<file path="src/hw/rtl/wpe_pkg.sv">
package wpe_pkg;

  localparam int unsigned LengthWidthDefault = 32;
  localparam int unsigned QueueDepthDefault  = 4;

  localparam logic [31:0] IdFmt      = 32'h2074_6D66;
  localparam logic [31:0] IdData     = 32'h6174_6164;
  localparam logic [31:0] MinFile    = 32'd44;
  localparam logic [31:0] MinFmt     = 32'd16;
  localparam logic [31:0] FirstChunk = 32'd12;
  localparam logic [31:0] HeaderLen  = 32'd8;

  typedef enum logic [2:0] {
    ST_OK        = 3'd0,
    ST_TOO_SMALL = 3'd1,
    ST_NOT_WAVE  = 3'd2,
    ST_FMT_SMALL = 3'd3,
    ST_NO_DATA   = 3'd4,
    ST_NOT_PCM16 = 3'd5
  } status_e;

  typedef struct packed {
    logic        pay_valid;
    logic [7:0]  pay_byte;
    logic        rep_valid;
    status_e     status;
    logic [31:0] rate;
    logic [15:0] channels;
  } entry_t;

  function automatic logic [7:0] riff_tag(input logic [1:0] idx);
    logic [7:0] r;
    case (idx)
      2'd0: r = 8'h52;
      2'd1: r = 8'h49;
      2'd2: r = 8'h46;
      default: r = 8'h46;
    endcase
    return r;
  endfunction

  function automatic logic [7:0] wave_tag(input logic [1:0] idx);
    logic [7:0] r;
    case (idx)
      2'd0: r = 8'h57;
      2'd1: r = 8'h41;
      2'd2: r = 8'h56;
      default: r = 8'h45;
    endcase
    return r;
  endfunction

endpackage

</file>
<file path="src/hw/rtl/wpe_parser.sv">
module wpe_parser
  import wpe_pkg::*;
#(
  parameter int unsigned LENGTH_WIDTH = LengthWidthDefault
) (
  input  logic        clk_i,
  input  logic        rst_ni,
  input  logic        accept_i,
  input  logic [7:0]  file_byte_i,
  input  logic [31:0] file_length_i,
  input  logic        end_of_file_i,
  output logic        push_o,
  output entry_t      entry_o
);

  typedef enum logic [2:0] {
    PH_MAGIC = 3'd0,
    PH_CHDR  = 3'd1,
    PH_FMT   = 3'd2,
    PH_SKIP  = 3'd3,
    PH_DATA  = 3'd4,
    PH_DONE  = 3'd5
  } phase_e;

  logic [31:0] pos_q, pos_d;
  phase_e      phase_q, phase_d;
  logic [63:0] hs_q, hs_d;
  logic [31:0] rem_q, rem_d;
  logic        pad_q, pad_d;
  logic [15:0] fmt_q, fmt_d;
  logic [15:0] ch_q, ch_d;
  logic [31:0] rate_q, rate_d;
  logic [15:0] bits_q, bits_d;
  status_e     err_q, err_d;

  logic [LENGTH_WIDTH-1:0] len;
  logic [63:0]             hs_next;
  logic [31:0]             size_next;
  logic [31:0]             rem_dec;
  logic [31:0]             off;
  logic                    emit_pay;
  status_e                 st;

  assign len       = file_length_i[LENGTH_WIDTH-1:0];
  assign hs_next   = {file_byte_i, hs_q[63:8]};
  assign size_next = hs_next[63:32];
  assign rem_dec   = rem_q - 32'd1;
  assign off       = hs_q[63:32] - rem_q;

  always_comb begin
    pos_d    = pos_q;
    phase_d  = phase_q;
    hs_d     = hs_q;
    rem_d    = rem_q;
    pad_d    = pad_q;
    fmt_d    = fmt_q;
    ch_d     = ch_q;
    rate_d   = rate_q;
    bits_d   = bits_q;
    err_d    = err_q;
    emit_pay = 1'b0;
    st       = ST_OK;

    case (phase_q)
      PH_MAGIC: begin
        if (pos_q == 32'd0 && 32'(len) < MinFile) begin
          err_d   = ST_TOO_SMALL;
          phase_d = PH_DONE;
        end else if (pos_q < 32'd4 && file_byte_i != riff_tag(pos_q[1:0])) begin
          err_d   = ST_NOT_WAVE;
          phase_d = PH_DONE;
        end else if (pos_q >= 32'd8 && pos_q < FirstChunk &&
                     file_byte_i != wave_tag(pos_q[1:0])) begin
          err_d   = ST_NOT_WAVE;
          phase_d = PH_DONE;
        end else if (pos_q >= FirstChunk - 32'd1) begin
          phase_d = PH_CHDR;
          rem_d   = HeaderLen;
          pad_d   = 1'b0;
        end
      end
      PH_CHDR: begin
        if (pad_q) begin
          pad_d = 1'b0;
        end else if (rem_q == HeaderLen &&
                     {1'b0, pos_q} + 33'd8 > 33'(len)) begin
          err_d   = ST_NO_DATA;
          phase_d = PH_DONE;
        end else begin
          hs_d  = hs_next;
          rem_d = (rem_q != 32'd0) ? rem_dec : rem_q;
          if (rem_q <= 32'd1) begin
            if (34'(pos_q) + 34'd1 + 34'(size_next) > 34'(len)) begin
              err_d   = ST_NO_DATA;
              phase_d = PH_DONE;
            end else if (hs_next[31:0] == IdFmt) begin
              if (size_next < MinFmt) begin
                err_d   = ST_FMT_SMALL;
                phase_d = PH_DONE;
              end else begin
                phase_d = PH_FMT;
                rem_d   = size_next;
              end
            end else if (hs_next[31:0] == IdData) begin
              if (size_next == 32'd0) begin
                err_d   = ST_NO_DATA;
                phase_d = PH_DONE;
              end else if (fmt_q != 16'd1 || bits_q != 16'd16) begin
                err_d   = ST_NOT_PCM16;
                phase_d = PH_DONE;
              end else begin
                phase_d = PH_DATA;
                rem_d   = size_next;
              end
            end else if (size_next == 32'd0) begin
              phase_d = PH_CHDR;
              rem_d   = HeaderLen;
            end else begin
              phase_d = PH_SKIP;
              rem_d   = size_next;
            end
          end
        end
      end
      PH_FMT, PH_SKIP: begin
        if (phase_q == PH_FMT) begin
          if (off == 32'd0) begin
            fmt_d[7:0] = file_byte_i;
          end else if (off == 32'd1) begin
            fmt_d[15:8] = file_byte_i;
          end else if (off == 32'd2) begin
            ch_d[7:0] = file_byte_i;
          end else if (off == 32'd3) begin
            ch_d[15:8] = file_byte_i;
          end else if (off >= 32'd4 && off <= 32'd7) begin
            rate_d[{off[1:0], 3'b000} +: 8] = file_byte_i;
          end else if (off == 32'd14) begin
            bits_d[7:0] = file_byte_i;
          end else if (off == 32'd15) begin
            bits_d[15:8] = file_byte_i;
          end
        end
        rem_d = rem_dec;
        if (rem_dec == 32'd0) begin
          pad_d   = hs_q[32];
          phase_d = PH_CHDR;
          rem_d   = HeaderLen;
        end
      end
      PH_DATA: begin
        emit_pay = 1'b1;
        rem_d    = rem_dec;
        if (rem_dec == 32'd0) begin
          phase_d = PH_DONE;
        end
      end
      default: begin
      end
    endcase

    if (pos_q != 32'hFFFF_FFFF) begin
      pos_d = pos_q + 32'd1;
    end

    st = err_d;
    if (err_d == ST_OK && phase_d != PH_DONE) begin
      st = (phase_d == PH_MAGIC) ? ST_TOO_SMALL : ST_NO_DATA;
    end

    entry_o.pay_valid = emit_pay;
    entry_o.pay_byte  = file_byte_i;
    entry_o.rep_valid = end_of_file_i;
    entry_o.status    = st;
    entry_o.rate      = (st == ST_OK) ? rate_d : 32'd0;
    entry_o.channels  = (st == ST_OK) ? ch_d : 16'd0;

    if (end_of_file_i) begin
      pos_d   = 32'd0;
      phase_d = PH_MAGIC;
      hs_d    = 64'd0;
      rem_d   = 32'd0;
      pad_d   = 1'b0;
      fmt_d   = 16'd0;
      ch_d    = 16'd0;
      rate_d  = 32'd0;
      bits_d  = 16'd0;
      err_d   = ST_OK;
    end
  end

  assign push_o = accept_i && (emit_pay || end_of_file_i);

  always_ff @(posedge clk_i or negedge rst_ni) begin
    if (!rst_ni) begin
      pos_q   <= 32'd0;
      phase_q <= PH_MAGIC;
      hs_q    <= 64'd0;
      rem_q   <= 32'd0;
      pad_q   <= 1'b0;
      fmt_q   <= 16'd0;
      ch_q    <= 16'd0;
      rate_q  <= 32'd0;
      bits_q  <= 16'd0;
      err_q   <= ST_OK;
    end else if (accept_i) begin
      pos_q   <= pos_d;
      phase_q <= phase_d;
      hs_q    <= hs_d;
      rem_q   <= rem_d;
      pad_q   <= pad_d;
      fmt_q   <= fmt_d;
      ch_q    <= ch_d;
      rate_q  <= rate_d;
      bits_q  <= bits_d;
      err_q   <= err_d;
    end
  end

endmodule

</file>
<file path="src/hw/rtl/wpe_queue.sv">
module wpe_queue
  import wpe_pkg::*;
#(
  parameter int unsigned DEPTH = QueueDepthDefault
) (
  input  logic   clk_i,
  input  logic   rst_ni,
  input  logic   push_i,
  input  entry_t entry_i,
  input  logic   pop_i,
  output entry_t head_o,
  output logic   empty_o,
  output logic   full_o
);

  localparam int unsigned PtrW = (DEPTH > 1) ? $clog2(DEPTH) : 1;
  localparam int unsigned CntW = $clog2(DEPTH + 1);
  localparam logic [PtrW-1:0] LastPtr = PtrW'(DEPTH - 1);
  localparam logic [CntW-1:0] Full    = CntW'(DEPTH);

  entry_t          mem_q [DEPTH];
  logic [PtrW-1:0] wr_q, wr_d, rd_q, rd_d;
  logic [CntW-1:0] cnt_q, cnt_d;
  logic            do_push, do_pop;

  assign empty_o = (cnt_q == '0);
  assign full_o  = (cnt_q == Full);
  assign do_push = push_i && !full_o;
  assign do_pop  = pop_i && !empty_o;
  assign head_o  = mem_q[rd_q];

  always_comb begin
    wr_d  = wr_q;
    rd_d  = rd_q;
    cnt_d = cnt_q;
    if (do_push) begin
      wr_d = (wr_q == LastPtr) ? '0 : wr_q + PtrW'(1);
    end
    if (do_pop) begin
      rd_d = (rd_q == LastPtr) ? '0 : rd_q + PtrW'(1);
    end
    if (do_push && !do_pop) begin
      cnt_d = cnt_q + CntW'(1);
    end else if (do_pop && !do_push) begin
      cnt_d = cnt_q - CntW'(1);
    end
  end

  always_ff @(posedge clk_i or negedge rst_ni) begin
    if (!rst_ni) begin
      wr_q  <= '0;
      rd_q  <= '0;
      cnt_q <= '0;
    end else begin
      wr_q  <= wr_d;
      rd_q  <= rd_d;
      cnt_q <= cnt_d;
    end
  end

  always_ff @(posedge clk_i) begin
    if (do_push) begin
      mem_q[wr_q] <= entry_i;
    end
  end

endmodule

</file>
<file path="src/hw/rtl/wpe_emitter.sv">
module wpe_emitter
  import wpe_pkg::*;
(
  input  logic        clk_i,
  input  logic        rst_ni,
  input  entry_t      head_i,
  input  logic        q_empty_i,
  output logic        q_pop_o,
  input  logic        pop_i,
  output logic        empty_o,
  output logic        kind_o,
  output logic [7:0]  payload_byte_o,
  output logic [2:0]  status_o,
  output logic [31:0] sample_rate_o,
  output logic [15:0] channel_count_o,
  output logic        is_last_o
);

  logic        out_valid_q, out_valid_d;
  logic        half_q, half_d;
  logic        load;
  logic        send_pay;
  logic        kind_q;
  logic [7:0]  byte_q;
  status_e     status_q;
  logic [31:0] rate_q;
  logic [15:0] ch_q;

  assign load     = !q_empty_i && (!out_valid_q || pop_i);
  assign send_pay = head_i.pay_valid && !half_q;

  always_comb begin
    out_valid_d = out_valid_q;
    half_d      = half_q;
    q_pop_o     = 1'b0;
    if (out_valid_q && pop_i) begin
      out_valid_d = 1'b0;
    end
    if (load) begin
      out_valid_d = 1'b1;
      if (send_pay && head_i.rep_valid) begin
        half_d = 1'b1;
      end else begin
        half_d  = 1'b0;
        q_pop_o = 1'b1;
      end
    end
  end

  always_ff @(posedge clk_i or negedge rst_ni) begin
    if (!rst_ni) begin
      out_valid_q <= 1'b0;
      half_q      <= 1'b0;
    end else begin
      out_valid_q <= out_valid_d;
      half_q      <= half_d;
    end
  end

  always_ff @(posedge clk_i) begin
    if (load) begin
      if (send_pay) begin
        kind_q   <= 1'b0;
        byte_q   <= head_i.pay_byte;
        status_q <= ST_OK;
        rate_q   <= 32'd0;
        ch_q     <= 16'd0;
      end else begin
        kind_q   <= 1'b1;
        byte_q   <= 8'd0;
        status_q <= head_i.status;
        rate_q   <= head_i.rate;
        ch_q     <= head_i.channels;
      end
    end
  end

  assign empty_o         = !out_valid_q;
  assign kind_o          = kind_q;
  assign payload_byte_o  = byte_q;
  assign status_o        = status_q;
  assign sample_rate_o   = rate_q;
  assign channel_count_o = ch_q;
  assign is_last_o       = kind_q;

  a_half_has_report: assert property (@(posedge clk_i) disable iff (!rst_ni)
    half_q |-> (!q_empty_i && head_i.rep_valid && head_i.pay_valid))
    else $error("Split word lost its report half.");

  a_half_after_payload: assert property (@(posedge clk_i) disable iff (!rst_ni)
    (load && send_pay && head_i.rep_valid) |=> (half_q && out_valid_q && !kind_q))
    else $error("Payload of a combined word was not followed by its report.");

  a_error_report_clean: assert property (@(posedge clk_i) disable iff (!rst_ni)
    (out_valid_q && kind_q && status_q != ST_OK) |-> (rate_q == 32'd0 && ch_q == 16'd0))
    else $error("Failed report carries format values.");

endmodule

</file>
<file path="src/hw/rtl/wav_pcm16_payload_extractor.sv">
// WAV PCM16 payload extractor.
// The input side is a queue: a file word (one byte, the file length and an
// end-of-file mark) is taken on a rising edge with push high and full low.
// The result side is a queue too: while empty is low the oldest result word
// is on the result ports, and it is taken on a rising edge with pop high.
// Each data chunk byte of a PCM16 file yields one payload word, and the final
// byte of a file yields a status report after any payload word of that byte.
// A byte is taken every cycle while full is low; its first result passes the
// queue and then the output register to reach the ports, and a report that
// follows a payload word of the same byte appears once that word is popped.
// With full low and pop high, throughput is one input word and one result word
// per cycle, set by the one-byte-per-cycle chunk parser.
// A short queue between the parser and the output stage absorbs stalls; when
// the receiver holds off pop the queue fills and full goes high.
// Reset clears the parser, the queue and the output stage, so no result is
// pending after reset. After each final byte the parser returns to its reset
// state for the next file.
module wav_pcm16_payload_extractor
  import wpe_pkg::*;
#(
  parameter int unsigned LENGTH_WIDTH = LengthWidthDefault,
  parameter int unsigned QUEUE_DEPTH  = QueueDepthDefault
) (
  input  logic        clk_i,
  input  logic        rst_ni,
  input  logic        push,
  output logic        full,
  input  logic [7:0]  file_byte_i,
  input  logic [31:0] file_length_i,
  input  logic        end_of_file_i,
  output logic        empty,
  input  logic        pop,
  output logic        kind_o,
  output logic [7:0]  payload_byte_o,
  output logic [2:0]  status_o,
  output logic [31:0] sample_rate_o,
  output logic [15:0] channel_count_o,
  output logic        is_last_o
);

  logic   accept;
  logic   q_push;
  logic   q_pop;
  logic   q_empty;
  entry_t q_entry;
  entry_t q_head;

  assign accept = push && !full;

  wpe_parser #(
    .LENGTH_WIDTH(LENGTH_WIDTH)
  ) u_parser (
    .clk_i        (clk_i),
    .rst_ni       (rst_ni),
    .accept_i     (accept),
    .file_byte_i  (file_byte_i),
    .file_length_i(file_length_i),
    .end_of_file_i(end_of_file_i),
    .push_o       (q_push),
    .entry_o      (q_entry)
  );

  wpe_queue #(
    .DEPTH(QUEUE_DEPTH)
  ) u_queue (
    .clk_i  (clk_i),
    .rst_ni (rst_ni),
    .push_i (q_push),
    .entry_i(q_entry),
    .pop_i  (q_pop),
    .head_o (q_head),
    .empty_o(q_empty),
    .full_o (full)
  );

  wpe_emitter u_emitter (
    .clk_i          (clk_i),
    .rst_ni         (rst_ni),
    .head_i         (q_head),
    .q_empty_i      (q_empty),
    .q_pop_o        (q_pop),
    .pop_i          (pop),
    .empty_o        (empty),
    .kind_o         (kind_o),
    .payload_byte_o (payload_byte_o),
    .status_o       (status_o),
    .sample_rate_o  (sample_rate_o),
    .channel_count_o(channel_count_o),
    .is_last_o      (is_last_o)
  );

endmodule

</file>
<file path="config.mk">
export PLATFORM = sky130hd
export DESIGN_NAME = wav_pcm16_payload_extractor
export DESIGN_NICKNAME = d
export VERILOG_FILES = /design/src/hw/rtl/wpe_pkg.sv /design/src/hw/rtl/wpe_parser.sv /design/src/hw/rtl/wpe_queue.sv /design/src/hw/rtl/wpe_emitter.sv /design/src/hw/rtl/wav_pcm16_payload_extractor.sv
export SDC_FILE = /design/constraint.sdc
export NUM_CORES = 1
export LEC_CHECK = 0
export BUFFER_PORTS_ARGS = -buffer_cell sky130_fd_sc_hd__buf_2
export CORE_UTILIZATION = 44
export CTS_BUF_LIST = sky130_fd_sc_hd__clkbuf_16
export DETAILED_ROUTE_END_ITERATION = 6
export PLACE_DENSITY = 0.67
export REMOVE_ABC_BUFFERS = 1
export SKIP_LAST_GASP = 1
export SLEW_MARGIN = 0
export SYNTH_ARGS = -nofsm -noshare
export SYNTH_HDL_FRONTEND = slang
export SYNTH_SLANG_ARGS = --single-unit
</file>
<file path="constraint.sdc">
create_clock -name clk_i -period 16.1 [get_ports clk_i]
set_input_delay 1.61 -clock clk_i [delete_from_list [all_inputs] [get_ports clk_i]]
set_output_delay 1.61 -clock clk_i [all_outputs]
set_load 0.05 [all_outputs]
</file>
# == Word-level counts from Yosys, hierarchy flattened ==
# Memories as Yosys holds them, arrays and structs flattened.
# Cells that the tools add are included.
# totals
ramBits,244
wordCells,264
output_inout_bits,63
reg_bits,284
mem_count,1
# classes
magnitude_cmp,11
shift,2
n_eq_ne,38
mux,121
n_reduce_logical,58
addsub,11
# mem_list
name,words,word_bits,rd,rd_clocked_by_memory_dff,write_ports,line,text
u_queue.mem_q,4,61,1,0,1,wpe_queue.sv:21,entry_t mem_q [DEPTH];
# op_table
operator,count
$mux 32,28
$mux 16,17
$mux 64,4
$logic_not 32->1,4
$pmux 32 s4,1
$mux 8,14
$eq 32x4->1 const B,3
$mux 3,32
$eq 32x2->1 const B,2
$ge 32x4->1 const B,2
$add 34x32->34,1
$gt 34x32->1,1
$add 32x1->33 const B,1
$add 32x4->33 const B,1
$gt 33x32->1,1
$add 32x1->32 const B,1
$bwmux 32,1
$eq 32x1->1 const B,1
$eq 32x30->1 const B,1
$eq 32x31->1 const B,1
$ge 32x3->1 const B,1
$le 32x1->1 const B,1
$le 32x3->1 const B,1
$lt 32x3->1 const B,1
other kinds (47),120

# == Depth between registers and ports, before layout ==
# depth
word_depth,20
mapped_depth,35
depth_no_buf,33

# == By module ==
# A second synthesis with hierarchy kept.
# unflattened
hier_cells,2798
area_unflattened_um2,30136.4
# modules_own_cells
module,area_each_um2,cells_per_inst,n_inst,seq_area_each_um2
wpe_parser,18535.3,2305,1,5180.0
wpe_queue,9241.4,356,1,7502.2
wpe_emitter,2346.0,136,1,1851.8
wav_pcm16_payload_extractor,13.8,1,1,0.0

# == Worst setup path before layout ==
# No wires, ideal clock.
# synth_path
path_kind,flip-flop to flip-flop
from,register u_parser.pos_q[1]
to,"memory u_queue.mem_q[0][10] in the netlist's numbering, data pin"
n_path_buf,4
t_arrival_ps,6967
period_less_slack_ps,7134
t_required_ps,15933
setup_slack_ps,8966
setup_ps,167
stages_incl_launch_ff,35
path_cell_list,dfrtp_1 -> ha_1 -> clkbuf_1 -> nand2_1 -> nor2_1 -> nand3_1 -> or3_1 -> clkbuf_1 -> nor3_1 -> xor2_1 -> ha_1 -> nand3_1 -> nor2b_1 -> o21a_1 -> o21ai_0 -> a21oi_1 -> nor2b_1 -> o31ai_1 -> o21bai_1 -> a21oi_1 -> xnor2_1 -> ha_1 -> nand4_1 -> nor3_1 -> nand4_1 -> nor2b_1 -> a41oi_1 -> o21ai_0 -> a21oi_2 -> a211oi_1 -> a211o_1 -> or4_4 -> buf_6 -> buf_6 -> nor2_1
# synth_lines
item,line,text
start: declaration,wpe_parser.sv:25,"logic [31:0] pos_q, pos_d;"
start signal: assignment,wpe_parser.sv:206,pos_q <= pos_d;
end: declaration,wpe_queue.sv:21,

==> results.ini <==
[outcome]
status = complete, no violations

[sta]
setup_violations = 0
min_period_over_period_pct = 57.0
fmax_mhz = 109
slew_violations = 0
rsz0062_at_grt = no
slew_headroom_pct = 9.84
finalHoldViolCount = 0
fin_hold_ws_ns = 0.472
fin_crit_ns = 9.18
tns_ns = 0
tightest_slew_ns = 1.35
clock-skew-final_ns = 0.0280

[cells_and_area]
antenna_cells = 0
drive_gt1_share_pct = 12.9
area_growth_pct = 9.86
final_common_cell = edfxtp_1
regArea_um2 = 14500
layout.nets = 3057
fillers = 6106
layout_common_cells = edfxtp_1, dfrtp_1, o21ai_0
multiInputGateArea_um2 = 14700

[critical_path]
cp-end-kind = register
worst-path-max-fanout = 48
arrival_ns = 9.59
crit_type = register to register
startpoint_type = register
cp.required_ns = 16.51
cp_slowest_cell = or4_4
cp_slowest_stage_delay_ns = 0.88

[synthesis]
syn_area_per_cell_um2 = 10.7
mappedNetlistArea_um2 = 30400
ys.flop_type = edfxtp_1
synth_edf_count = 304
yosysWarnings = 0
synthArstFlopShare_pct = 41.5
yosysSeqAreaShare_pct = 47.8
ys_ff_latch = 520
syn_inst = 2848
ys_types = 89

[clocking]
cts_setup_buffers = 0
cts_resized = 0
postCtsHoldBufs = 0
htreeDepth = 2
insertion_delay_ns = 0.63
clkTransAtPathRegs_ns = 0.06
clock-root-buffer = clkbuf_16
tritoncts = done
cts_buffers = 56
cts.sinks = 520
clk_path_buf_depth = 3

[power]
ir_worst_vdd_mv = 0.110
p_leak_nw = 13.6
power_density_nw_per_um2 = 175

[drt]
vias_per_cell = 6.24
routedWlPerCell_um = 23.4
ant_nets = 0
vias = 23574
wl_um = 88500
first_iter_violations = 2115
firstDrtPassIters = 5
route.detailed.drc = 0

[global_routing]
grt_use_total_pct = 25.1
grt_max_degree = 81
grt_pass1_wl_um = 137000
grt_pass1_vias = 23386
grt_overflow = 0
antenna_found_initial = 0

[floorplanning]
dieHeight_um = 265
dieArea_um2 = 70100
core.rowCount = 95
die_w_um = 265
core_um2 = 67800
io_pins = 108
start_util_pct = 44.9

[flow_run]
max-cap-violations = 0

[placed_design]
port_buffers = 107
hpwlAfterDp_um = 60200
routabilityCongestion = 0.960

[min_path]
hp-class = register to register

-- Yosys cell counts (26+ instances only) --
cell	count	share of area, %
edfxtp_1	304	30
dfrtp_1	216	18
o21ai_0	176	2.9
nand2_1	168	2.1
a21oi_1	162	2.7
clkbuf_1	159	2.0
ha_1	153	6.3
nor2_1	149	1.8
nand3_1	129	2.1
inv_1	113	1.4
xnor2_1	87	2.5
nor2b_1	70	1.4
a21o_1	68	1.7
mux4_2	61	4.5
or3_1	55	1.1
nor4_1	52	1.1
a22o_1	50	1.4
nand4_1	49	1.0
nor3_1	47	0.77
xor2_1	39	1.1
mux2i_1	36	1.2
o211ai_1	35	0.86
nand2b_1	33	0.68
and3_1	27	0.56
a32o_1	26	0.86
-- metrics by stage --
| step | cells | area, um2 | setup WS (ns) | power, mW | util, % |
|---|---|---|---|---|---|
| floorplan | 2655 | 29600 | 8.15 | 3.83 | - |
| global placement | 3671 | 31600 | 7.35 | 4.55 | 46.6 |
| detailed placement | 3671 | 31600 | 7.05 | 4.60 | 46.6 |
| finish | 3775 | 33400 | 6.92 | 5.86 | 49.3 |
| global route | 3775 | 33400 | 6.35 | 6.17 | 49.3 |
| CTS | 3775 | 33400 | 6.96 | 5.87 | 49.3 |
-- worst paths after layout --
| kind | from | end | slack [ns] | cells past startpoint |
|---|---|---|---|---|
| max reg2reg | u_parser.pos_q[3] | u_queue.mem_q[2][43] | 6.92 | 32 |
| min reg2reg | u_parser.rate_q[6] | u_parser.rate_q[6] | 0.47 | 1 |
| min | u_parser.rate_q[6] | u_parser.rate_q[6] | 0.47 | 1 |
| min in group asynchronous | rst_ni | u_parser.pos_q[24] | 0.95 | 1 |
| max in group asynchronous | rst_ni | u_queue.rd_q[0] | 13.54 | 2 |
| max | u_parser.pos_q[3] | u_queue.mem_q[2][43] | 6.92 | 32 |
-- registers in the layout, summed over array words and instances (netlist names), 8 cells and up --
signal and count:
u_parser.fmt_q 16, u_parser.bits_q 16, u_parser.hs_q 56, u_parser.rate_q 32, u_emitter.sample_rate_o 32, u_emitter.payload_byte_o 8
u_parser.pos_q 32, u_parser.rem_q 32, u_emitter.channel_count_o 16, u_parser.ch_q 16, u_queue.mem_q 244
-- logic make-up after synthesis --
group	synth area share (%)
DFF	47.8
buffers and inverters	4.04
muxes	6.00
and+or+nand+nor	15.8
adders and majority gates	6.50
xor gates and xnor gates	3.63
AOI/OAI and AO/OA	16.2
-- critical path, delay by kind of cell (launching register included) --
family	cells	cell delay, ns
xor+xnor	2	0.36
simple gates	13	3.42
flops	1	0.54
fa+ha+maj	3	0.94
compound gates	14	3.64
-- routing by layer --
metal | up-vias | track usage (%) | routed length (um)
li1 | 10783 | - | -
met1 | 11713 | 34.2 | 38100
met4 | 0 | 9.00 | 2920
met3 | 154 | 3.17 | 5660
met2 | 924 | 41.2 | 41800
met5 | - | 0 | 0
-- where the power goes --
group          internal [mW]  switching (mW)
Clock                  0.706           0.559
Sequential              1.78           0.186
Combinational          0.898            1.73
Total                   3.38            2.48
-- area by class of cell --
class,instances,share of cell area [%]
clock buffer,58,4.35
sequential,520,43.5
timing repair buffer,143,2.44
multi-input combinational,2021,44.1
inverter,114,1.28
clock inverter,46,1.03
tap,873,3.27
Power figures use the tool's default switching activity.
